<file path="src/sv/first_fit_page_allocator_macros.svh">
// assertion macros shared by the allocator rtl
`ifndef FIRST_FIT_PAGE_ALLOCATOR_MACROS_SVH
`define FIRST_FIT_PAGE_ALLOCATOR_MACROS_SVH

// same-cycle implication, checked outside reset
`define FFPA_ASSERT_NOW(lbl, ante, cons, msg) \
    lbl: assert property (@(posedge aclk) disable iff (!aresetn) (ante) |-> (cons)) \
        else $error(msg);

// next-cycle implication, checked outside reset
`define FFPA_ASSERT_NEXT(lbl, ante, cons, msg) \
    lbl: assert property (@(posedge aclk) disable iff (!aresetn) (ante) |=> (cons)) \
        else $error(msg);

`endif

</file>
<file path="src/sv/ffpa_pkg.sv">
// shared constants for the first-fit page allocator
package ffpa_pkg;

    // page map depth default
    localparam int MAX_PAGES_DEF = 1024;

    // page size as a power of two
    localparam int PAGE_SHIFT = 12;
    localparam int PAGE_BYTES = 1 << PAGE_SHIFT;

    // field widths
    localparam int ADDR_W  = 48;
    localparam int REQ_W   = 32;
    localparam int PAGES_W = 11;
    localparam int APB_DW  = 64;
    localparam int APB_AW  = 4;

    // width of the page count needed by the largest request
    localparam int NEED_W = REQ_W - PAGE_SHIFT + 1;

    // register select, taken from paddr bit 3
    localparam logic CFG_SEL_BASE  = 1'b0;
    localparam logic CFG_SEL_PAGES = 1'b1;

    localparam logic [PAGES_W-1:0] PAGES_RESET = PAGES_W'(1024);

endpackage

</file>
<file path="src/sv/ffpa_page_map.sv">
// page-used bit map: one write port, one registered read port
module ffpa_page_map #(
    parameter int DEPTH = ffpa_pkg::MAX_PAGES_DEF,
    parameter int IDX_W = (DEPTH > 1) ? $clog2(DEPTH) : 1
) (
    input  logic             aclk,
    input  logic             wr_en,
    input  logic [IDX_W-1:0] wr_addr,
    input  logic             wr_data,
    input  logic             rd_en,
    input  logic [IDX_W-1:0] rd_addr,
    output logic             rd_data
);

    logic mem [DEPTH];
    logic rd_data_reg;

    always_ff @(posedge aclk) begin
        if (wr_en) begin
            mem[wr_addr] <= wr_data;
        end
    end

    always_ff @(posedge aclk) begin
        if (rd_en) begin
            rd_data_reg <= mem[rd_addr];
        end
    end

    assign rd_data = rd_data_reg;

endmodule

</file>
<file path="src/sv/first_fit_page_allocator.sv">
// first-fit contiguous page allocator, top level
//
//  channel  dir  handshake        words
//  s_       in   s_valid/s_ready  s_request_bytes
//  m_       out  m_valid/m_ready  m_block_address, m_out_of_memory
//  apb      in   psel/penable     region_base @0x0, pages_available @0x8
//
// a request makes one page map read per cycle while scanning up to the effective
// page count, then one write per page marked; zero-page and oversize requests
// skip the scan and go straight to the done state
// after reset a clearing pass writes every map entry with s_ready low; apb
// writes are taken during it
// a finished word waits in the output register; the next request is taken
// once the previous one has been handed to that register
module first_fit_page_allocator #(
    parameter int MAX_PAGES = ffpa_pkg::MAX_PAGES_DEF
) (
    input  logic                        aclk,
    input  logic                        aresetn,

    input  logic                        s_valid,
    output logic                        s_ready,
    input  logic [ffpa_pkg::REQ_W-1:0]  s_request_bytes,

    output logic                        m_valid,
    input  logic                        m_ready,
    output logic [ffpa_pkg::ADDR_W-1:0] m_block_address,
    output logic                        m_out_of_memory,

    input  logic                        psel,
    input  logic                        penable,
    input  logic                        pwrite,
    input  logic [ffpa_pkg::APB_AW-1:0] paddr,
    input  logic [ffpa_pkg::APB_DW-1:0] pwdata,
    output logic [ffpa_pkg::APB_DW-1:0] prdata,
    output logic                        pready
);

`include "first_fit_page_allocator_macros.svh"

    localparam int IDX_W  = (MAX_PAGES > 1) ? $clog2(MAX_PAGES) : 1;
    localparam int CNT_W  = $clog2(MAX_PAGES + 1);
    localparam int ADDR_W = ffpa_pkg::ADDR_W;
    localparam int NEED_W = ffpa_pkg::NEED_W;
    localparam int SHIFT  = ffpa_pkg::PAGE_SHIFT;

    localparam logic [2:0] ST_CLEAR = 3'd0;
    localparam logic [2:0] ST_IDLE  = 3'd1;
    localparam logic [2:0] ST_SCAN  = 3'd2;
    localparam logic [2:0] ST_MARK  = 3'd3;
    localparam logic [2:0] ST_DONE  = 3'd4;

    // configuration
    logic [ADDR_W-1:0]            region_base_reg;
    logic [ffpa_pkg::PAGES_W-1:0] pages_avail_reg;
    logic                         cfg_we;

    // sequencer
    logic [2:0]        state_reg, state_next;
    logic [CNT_W-1:0]  addr_reg, addr_next;
    logic [CNT_W-1:0]  chk_reg, chk_next;
    logic              pend_reg, pend_next;
    logic [CNT_W-1:0]  run_reg, run_next;
    logic [CNT_W-1:0]  need_reg, need_next;
    logic [CNT_W-1:0]  count_reg, count_next;
    logic [IDX_W-1:0]  first_reg, first_next;
    logic [ADDR_W-1:0] res_addr_reg, res_addr_next;
    logic              res_oom_reg, res_oom_next;

    // output word
    logic              m_valid_reg, m_valid_next;
    logic [ADDR_W-1:0] m_addr_reg, m_addr_next;
    logic              m_oom_reg, m_oom_next;

    // page map ports
    logic              wr_en, wr_data, rd_en, rd_data;
    logic [IDX_W-1:0]  wr_addr, rd_addr;

    logic [NEED_W-1:0] need_w;
    logic [CNT_W-1:0]  eff_count;
    logic [CNT_W-1:0]  run_inc;
    logic [CNT_W-1:0]  first_w;

    // ---------------- configuration port ----------------
    assign pready = 1'b1;
    assign cfg_we = psel && penable && pwrite;

    always_ff @(posedge aclk) begin
        if (!aresetn) begin
            region_base_reg <= '0;
            pages_avail_reg <= ffpa_pkg::PAGES_RESET;
        end else if (cfg_we) begin
            if (paddr[3] == ffpa_pkg::CFG_SEL_PAGES) begin
                pages_avail_reg <= pwdata[ffpa_pkg::PAGES_W-1:0];
            end else begin
                region_base_reg <= pwdata[ADDR_W-1:0];
            end
        end
    end

    always_comb begin
        if (paddr[3] == ffpa_pkg::CFG_SEL_PAGES) begin
            prdata = ffpa_pkg::APB_DW'(pages_avail_reg);
        end else begin
            prdata = ffpa_pkg::APB_DW'(region_base_reg);
        end
    end

    // ---------------- request decode ----------------
    // ceil(bytes / page size)
    assign need_w = NEED_W'(s_request_bytes >> SHIFT)
                  + NEED_W'(|s_request_bytes[SHIFT-1:0]);

    always_comb begin
        if (32'(pages_avail_reg) > 32'(MAX_PAGES)) begin
            eff_count = CNT_W'(MAX_PAGES);
        end else begin
            eff_count = CNT_W'(pages_avail_reg);
        end
    end

    assign run_inc = run_reg + CNT_W'(1);
    assign first_w = chk_reg + CNT_W'(1) - need_reg;

    // ---------------- page map ----------------
    ffpa_page_map #(
        .DEPTH (MAX_PAGES),
        .IDX_W (IDX_W)
    ) u_map (
        .aclk    (aclk),
        .wr_en   (wr_en),
        .wr_addr (wr_addr),
        .wr_data (wr_data),
        .rd_en   (rd_en),
        .rd_addr (rd_addr),
        .rd_data (rd_data)
    );

    // ---------------- sequencer ----------------
    always_comb begin
        state_next    = state_reg;
        addr_next     = addr_reg;
        chk_next      = chk_reg;
        pend_next     = pend_reg;
        run_next      = run_reg;
        need_next     = need_reg;
        count_next    = count_reg;
        first_next    = first_reg;
        res_addr_next = res_addr_reg;
        res_oom_next  = res_oom_reg;
        m_valid_next  = m_valid_reg;
        m_addr_next   = m_addr_reg;
        m_oom_next    = m_oom_reg;
        wr_en         = 1'b0;
        wr_data       = 1'b0;
        wr_addr       = addr_reg[IDX_W-1:0];
        rd_en         = 1'b0;
        rd_addr       = addr_reg[IDX_W-1:0];

        if (m_valid_reg && m_ready) begin
            m_valid_next = 1'b0;
        end

        unique case (state_reg)
            ST_CLEAR: begin
                wr_en = 1'b1;
                if (addr_reg == CNT_W'(MAX_PAGES - 1)) begin
                    addr_next  = '0;
                    state_next = ST_IDLE;
                end else begin
                    addr_next = addr_reg + CNT_W'(1);
                end
            end
            ST_IDLE: begin
                if (s_valid) begin
                    need_next  = CNT_W'(need_w);
                    count_next = eff_count;
                    addr_next  = '0;
                    run_next   = '0;
                    pend_next  = 1'b0;
                    priority if (need_w == '0) begin
                        res_addr_next = region_base_reg;
                        res_oom_next  = 1'b0;
                        state_next    = ST_DONE;
                    end else if (32'(need_w) > 32'(eff_count)) begin
                        res_addr_next = '0;
                        res_oom_next  = 1'b1;
                        state_next    = ST_DONE;
                    end else begin
                        state_next = ST_SCAN;
                    end
                end
            end
            ST_SCAN: begin
                // read one page ahead of the check
                if (addr_reg < count_reg) begin
                    rd_en     = 1'b1;
                    pend_next = 1'b1;
                    chk_next  = addr_reg;
                    addr_next = addr_reg + CNT_W'(1);
                end else begin
                    pend_next = 1'b0;
                end
                if (pend_reg) begin
                    if (rd_data) begin
                        run_next = '0;
                    end else if (run_inc == need_reg) begin
                        first_next = first_w[IDX_W-1:0];
                        addr_next  = first_w;
                        run_next   = need_reg;
                        state_next = ST_MARK;
                    end else begin
                        run_next = run_inc;
                    end
                end else if (addr_reg == count_reg) begin
                    res_addr_next = '0;
                    res_oom_next  = 1'b1;
                    state_next    = ST_DONE;
                end
            end
            ST_MARK: begin
                wr_en     = 1'b1;
                wr_data   = 1'b1;
                addr_next = addr_reg + CNT_W'(1);
                run_next  = run_reg - CNT_W'(1);
                if (run_reg == CNT_W'(1)) begin
                    res_addr_next = region_base_reg + (ADDR_W'(first_reg) << SHIFT);
                    res_oom_next  = 1'b0;
                    state_next    = ST_DONE;
                end
            end
            ST_DONE: begin
                if (!m_valid_reg || m_ready) begin
                    m_valid_next = 1'b1;
                    m_addr_next  = res_addr_reg;
                    m_oom_next   = res_oom_reg;
                    state_next   = ST_IDLE;
                end
            end
            default: begin
                state_next = ST_IDLE;
            end
        endcase
    end

    always_ff @(posedge aclk) begin
        if (!aresetn) begin
            state_reg   <= ST_CLEAR;
            addr_reg    <= '0;
            pend_reg    <= 1'b0;
            m_valid_reg <= 1'b0;
        end else begin
            state_reg   <= state_next;
            addr_reg    <= addr_next;
            pend_reg    <= pend_next;
            m_valid_reg <= m_valid_next;
        end
    end

    always_ff @(posedge aclk) begin
        chk_reg      <= chk_next;
        run_reg      <= run_next;
        need_reg     <= need_next;
        count_reg    <= count_next;
        first_reg    <= first_next;
        res_addr_reg <= res_addr_next;
        res_oom_reg  <= res_oom_next;
        m_addr_reg   <= m_addr_next;
        m_oom_reg    <= m_oom_next;
    end

    assign s_ready         = (state_reg == ST_IDLE);
    assign m_valid         = m_valid_reg;
    assign m_block_address = m_addr_reg;
    assign m_out_of_memory = m_oom_reg;

    // ---------------- assertions ----------------
    `FFPA_ASSERT_NOW(a_oom_zero_addr, m_valid_reg && m_oom_reg, m_addr_reg == '0, "failed word carries a nonzero address")
    `FFPA_ASSERT_NOW(a_run_below_need, state_reg == ST_SCAN, run_reg < need_reg, "free run reached the need without leaving the scan")
    `FFPA_ASSERT_NOW(a_mark_in_range, state_reg == ST_MARK, addr_reg < count_reg && run_reg != '0, "mark write outside the page count")
    `FFPA_ASSERT_NEXT(a_zero_req_fast, s_valid && s_ready && need_w == '0, state_reg == ST_DONE && !res_oom_reg, "zero-page request did not finish at once")

endmodule
</file>
<file path="config.mk">
export PLATFORM = sky130hd
export DESIGN_NAME = first_fit_page_allocator
export DESIGN_NICKNAME = d
export VERILOG_FILES = /design/src/sv/ffpa_pkg.sv /design/src/sv/ffpa_page_map.sv /design/src/sv/first_fit_page_allocator.sv
export VERILOG_INCLUDE_DIRS = /design/src /design/src/sv
export SDC_FILE = /design/constraint.sdc
export NUM_CORES = 2
export LEC_CHECK = 0
export BUFFER_PORTS_ARGS = -buffer_cell sky130_fd_sc_hd__buf_2
export CORE_ASPECT_RATIO = 0.75
export CORE_MARGIN = 3
export CORE_UTILIZATION = 30
export DETAILED_ROUTE_END_ITERATION = 10
export GPL_TIMING_DRIVEN = 0
export PLACE_DENSITY = 0.53
export SETUP_SLACK_MARGIN = 0.5
export SYNTH_ARGS = -nofsm -noshare
export SYNTH_HDL_FRONTEND = slang
export SYNTH_SLANG_ARGS = --single-unit
export TNS_END_PERCENT = 10
</file>
<file path="constraint.sdc">
create_clock -name aclk -period 23.1 [get_ports aclk]
set_input_delay 4.62 -clock aclk [delete_from_list [all_inputs] [get_ports aclk]]
set_output_delay 4.62 -clock aclk [all_outputs]
set_load 0.03 [all_outputs]
</file>
# --- After elaboration in Yosys (flattened, before gate mapping) ---
# Memories as Yosys holds them, arrays and structs flattened. A register that Yosys moved wholly into a read port is not among the register bits.
# Cells that the tools add are included.
totals:
  reg_bits: 227
  ram_bits: 1024
  input_bits: 107
  out_inout_bits: 116
  word_cells: 119
  memories: 1
classes:
  add_sub_neg: 7
  order_cmp: 3
  eq_ne: 19
  n_mux: 49
  n_bitwise: 2
  reduce_logical: 23
mem_list:
  columns: ["memory", "depth", "width", "read_ports", "rd_clocked_by_memory_dff", "write_ports", "line", "rtl"]
  rows:
  - ["u_map.mem", 1024, 1, 1, 1, 1, "ffpa_page_map.sv:15", "logic mem [DEPTH];"]
op_table:
  columns: ["operator", "count"]
  rows:
  - ["48-bit 2-to-1 mux", 7]
  - ["48-bit case mux with 3 select lines", 1]
  - ["11-bit 2-to-1 mux", 10]
  - ["48-bit by 22-bit adder with 48-bit output", 1]
  - ["11-bit case mux with 4 select lines", 1]
  - ["11-bit by 1-bit adder with 11-bit output (second input constant)", 3]
  - ["11-bit case mux with 3 select lines", 1]
  - ["3-bit 2-to-1 mux", 10]
  - ["11-bit == test", 2]
  - ["20-bit by 1-bit adder with 21-bit output", 1]
  - ["21-bit by 11-bit greater-than comparator with 1-bit output", 1]
  - ["21-bit logical NOT", 1]
  - ["1-bit 2-to-1 mux", 16]
  - ["3-bit case mux with 5 select lines", 1]
  - ["2-bit != test (second input constant)", 7]
  - ["2-bit AND reduction", 7]
  - ["12-bit OR reduction", 1]
  - ["11-bit by 1-bit == test with 1-bit output (second input constant)", 1]
  - ["11-bit by 10-bit == test with 1-bit output (second input constant)", 1]
  - ["11-bit greater-than comparator (second input constant)", 1]
  - ["11-bit less-than comparator", 1]
  - ["11-bit by 1-bit subtractor with 11-bit output (second input constant)", 1]
  - ["11-bit subtractor", 1]
  - ["3-bit != test (second input constant)", 3]
  - ["other kinds (19)", 23]

# --- Longest topological paths before layout ---
depth:
  depth_word: 7
  depth_mapped: 16
  mapped_depth_nobuf: 16

# --- Modules after synthesis ---
# Synthesis repeated with hierarchy kept, for this count alone.
unflattened:
  hier_cells: 4357
  hier_area_um2: 57009.7
by_module_without_submodules:
  columns: ["mod", "instances", "cells_each", "area_each_um2", "seq_area_each_um2"]
  rows:
  - ["ffpa_page_map", 1, 3112, 44666.6, 30779.5]
  - ["first_fit_page_allocator", 1, 1245, 12343.1, 6065.8]

# --- Worst setup path before layout ---
# No wires, ideal clock.
synth_path:
  kind: "reg2reg"
  startpoint: "register state_reg[0]"
  endpoint: "memory u_map.mem[0] (data pin)"
  setup_time_ps: 3483
  arrival_ps: 16490
  required_ps: 19617
  slack_ps: 3127
  stages_incl_launch_ff: 7
  n_path_buf: 3
  synth_period_minus_slack_ps: 19973
  path_cell_list: "dfxtp_1 -> clkbuf_1 -> nand2_1 -> or2_1 -> clkbuf_1 -> inv_2 -> clkbuf_1"
synth_via:
  elab_chain_len: 2
synth_rtl:
  columns: ["item", "line", "rtl"]
  rows:
  - ["from (decl)", "first_fit_page_allocator.sv:59", "logic [2:0] state_reg, state_next;"]
  - ["from (signal assigned)", "first_fit_page_allocator.sv:253", "state_reg <= state_next;"]
  - ["3-bit by 2-bit == test with 1-bit output", "first_fit_page_allocator.sv:164", "unique case (state_reg)"]
  - ["1-bit 2-to-1 mux", "first_fit_page_allocator.sv:164", null]
  - ["net u_map.wr_data", "ffpa_page_map.sv:9", "input logic wr_data,"]
  - ["to (decl)", "ffpa_page_map.sv:15", null]
# The timed path passes the listed nets, and every way through them passes these cells.

# --- Worst setup path in the final report ---
layout_path:
  startpoint: "input port paddr[3] (netlist name)"
  endpoint: "output port prdata[31] (netlist name)"
layout_via:
  elab_chain_len: 1
layout_rtl:
  columns: ["item", "line", "rtl"]
  rows:
  - ["from (decl)", "first_fit_page_allocator.sv:33", "input logic [ffpa_pkg::APB_AW-1:0] paddr,"]
  - ["48-bit 2-to-1 mux", "first_fit_page_allocator.sv:102", "if (paddr[3] == ffpa_pkg::CFG_SEL_PAGES) begin"]
  - ["to (decl)", "first_fit_page_allocator.sv:35", "output logic [ffpa_pkg::APB_DW-1:0] prdata,"]
# Every way passes these cells.

==> out/qor.yml <==
cts:
  clk_latency_ns: 0.78
  post_cts_buffers: 0
  clkTransAtPathRegs_ns: 0.06
  cts.sinks: 1252
  clk_path_buf_depth: 3
  ctsResizeCount: 0
  cts_inserted_buffers: 120
  tritoncts: "done"
  htreeDepth: 3
  cts_root_buffer: "clkbuf_16"
  hold_buffers: 0
synthesis:
  yosys.area.top_type_share: 0.629
  yosysTopAreaCell: "edfxtp_1"
  synth_cell_types: 81
  synthArstFlopShare: 0
  netlist_area_mm2: 0.0562
  synth_top_cells_by_area: "edfxtp_1 63%, nor2_1 7.4%, mux2i_1 6.2%"
  ys_ff_latch: 1252
  ys_seq_area_frac: 0.656
  synth_flop_cell: "edfxtp_1"
  syn_inst: 4471
  ys_warn_count: 0
  avgSynthCellArea_um2: 12.6
  synth_edf_count: 1177
place:
  portBuffers: 185
  post-dp-hpwl_mm: 148
  place_congestion: 0.955
  dp_cells: 7173
grt:
  antenna_found_initial: 19
  grt_pass1_vias: 37500
  grt_pass1_wl_mm: 300
  grt_max_degree: 102
  grt_use_total: 0.221
  overflow: 0
setup_path:
  critPathLaunch: "paddr[3]"
  r2r_setup_slack_ns: 16.56
  slowest_stage: "buf_1"
  path_common_cell: "buf_2"
  required_ns: 18.48
  path_cells: "buf_2 > buf_1 > clkbuf_1 > nor2b_1 > buf_2"
  cp_data_arrival_time_ns: 6.15
  endpoint_kind: "output pin"
  worstPathMaxFanout: 10
  crit_end: "prdata[31]"
  crit_type: "input pin to output pin"
  timing.rr.end: "u_map.mem[549]"
  max_stage_delay_ns: 0.52
  r2r.worst_path.cells: 11
  cp-start-kind: "input pin"
  r2r_start: "addr_reg[1]"
timing:
  fin_setup_tns_ns: 0
  slew-limit-headroom: -0.0950
  rsz0062_at_grt: "false"
  maxSlewViolCount: 121
  fmax_ghz: 0.0929
  worst_pin_slew_ns: 1.64
  clock_skew_ns: 0.0468
  fin_crit_sh: 0.466
  period_minus_slack_ns: 10.77
  finalHoldViolations: 0
  setup_viol: 0
finish:
  nNetsFinal: 4981
  largest_reg_flops: 1024
  final_cell_count_no_fill: 7407
  syn2layout_area_growth_pct: 14.9
  regMostFlops: "u_map.mem"
  drive_above_1_share: 0.122
floorplan:
  die_y_um: 381
  coreArea_mm2: 0.185
  io_pins: 223
  rows: 136
  die_area_mm2: 0.192
  initial_core_util: 0.304
  die_w_um: 506
route:
  wirelength_mm: 221
  remaining_drc_errors: 0
  drt_iter0_markers: 7238
  vias_per_cell: 5.54
  final_antenna_net_count: 0
  drt_pass1_iterations: 6
  vias: 41000
  wl_per_cell_um: 29.8
worst_hold_path:
  hold_path_class: "flip-flop to flip-flop"
  worstHoldPathCells: 0
run_status:
  status: "complete, but fails checks"
  violations: "max-capacitance violations, max-slew violations"
flow_run:
  max_cap_violations: 11
power:
  ir_drop_uv: 66.0
  leakage_nw: 19.9
  powerDensity_mw_per_mm2: 98.7
==> power by group <==
group | switching (W) | total, W | leakage (nW) | internal [W]
Clock | 0.000926 | 0.00197 | 1.84 | 0.00104
Sequential | 0.0000520 | 0.00267 | 11.1 | 0.00262
Combinational | 0.00126 | 0.00173 | 6.98 | 0.000472
Total | 0.00224 | 0.00637 | 19.9 | 0.00413
==> metrics by stage <==
| stage | instance area (um2) | power (W) | utilization | setup WS, ns | hold slack [ns] |
|---|---|---|---|---|---|
| after global routing | 64500 | 0.00649 | 0.349 | 12.24 | 0.422 |
| after detailed placement | 60700 | 0.00437 | 0.329 | 12.29 | 0.405 |
| after global placement | 60200 | 0.00445 | 0.326 | -10.12 | 0.401 |
| after CTS | 64500 | 0.00629 | 0.349 | 12.28 | 0.406 |
| after floorplan | 56200 | 0.00364 | - | 3.13 | 0.400 |
| final | 64500 | 0.00637 | 0.349 | 12.33 | 0.416 |
==> cells in the mapped netlist (all sizes together), types with 39 or more instances <==
library cell / instances
edfxtp: 1177
nor2: 1108
mux2i: 348
clkbuf: 289
nand2: 264
o22ai: 151
buf: 105
nand3: 97
mux4: 88
dfxtp: 75
o21ai: 71
a21boi: 62
ha: 60
inv: 60
nor2b: 47
nor3: 41
nor4: 41
a21oi: 39
==> cells in the final DEF (no fill, tap or decap), drive strengths merged, types with 47 or more instances in the layout <==
| cell | n |
|---|---|
| nand3 | 97 |
| a21boi | 62 |
| nand2 | 264 |
| o22ai | 151 |
| mux2i | 348 |
| nor2b | 47 |
| o21ai | 71 |
| edfxtp | 1177 |
| nor2 | 1108 |
| dfxtp | 75 |
| ha | 60 |
| buf | 308 |
| mux4 | 88 |
| inv | 63 |
| clkinv | 61 |
| clkbuf | 443 |
==> area by class of cell <==
type | instances | area (um2)
Tap cell | 2484 | 3110
Multi-Input combinational cell | 2780 | 17500
Timing Repair Buffer | 204 | 1360
Buffer | 394 | 1680
Antenna cell | 9 | 22.5
Clock buffer | 153 | 3190
Inverter | 60 | 225
Clock inverter | 71 | 577
Fill cell | 18400 | 120000
Sequential cell | 1252 | 36800
==> cells by family (layout without fill, tap and decap cells) <==
| logic type | after synthesis | after routing | synth area share |
|---|---|---|---|
| buf+inv | 454 | 882 | 0.0335 |
| mux | 457 | 457 | 0.102 |
| fa+ha+maj | 62 | 62 | 0.0141 |
| other cells | 2 | 26 | 0.000134 |
| compound gates | 468 | 468 | 0.0555 |
| simple gates | 1723 | 1723 | 0.131 |
| flops | 1252 | 1252 | 0.656 |
| xor+xnor | 53 | 53 | 0.00827 |
==> worst min-delay path by stage <==
stage | startpoint | end | slack (ns)
4_1_cts | res_addr_reg[20] | m_block_address[20] | 0.41
3_5_place_dp | res_addr_reg[12] | m_block_address[12] | 0.40
3_3_place_gp | res_addr_reg[22] | m_block_address[22] | 0.40
2_1_floorplan | res_addr_reg[0] | m_block_address[0] | 0.40
6_report | res_addr_reg[12] | m_block_address[12] | 0.42
5_1_grt | res_addr_reg[13] | m_block_address[13] | 0.42
==> metal layers <==
metal  part of all wire  vias up  GRT usage  routed length, um
met5                  0        -          0                  0
met4              0.031        0     0.0630               6780
met3               0.14      385     0.0699              31000
met2               0.40     2769      0.306              89200
met1               0.42    21000      0.329              93800
li1                   -    16900          -                  -
==> worst max-delay path, delay by kind of cell <==
kind / cells / cell delay (ns)
buffers and inverters: 4 / 1.39
and+or+nand+nor: 1 / 0.12
Note: power is estimated with default switching activity, not from simulation.
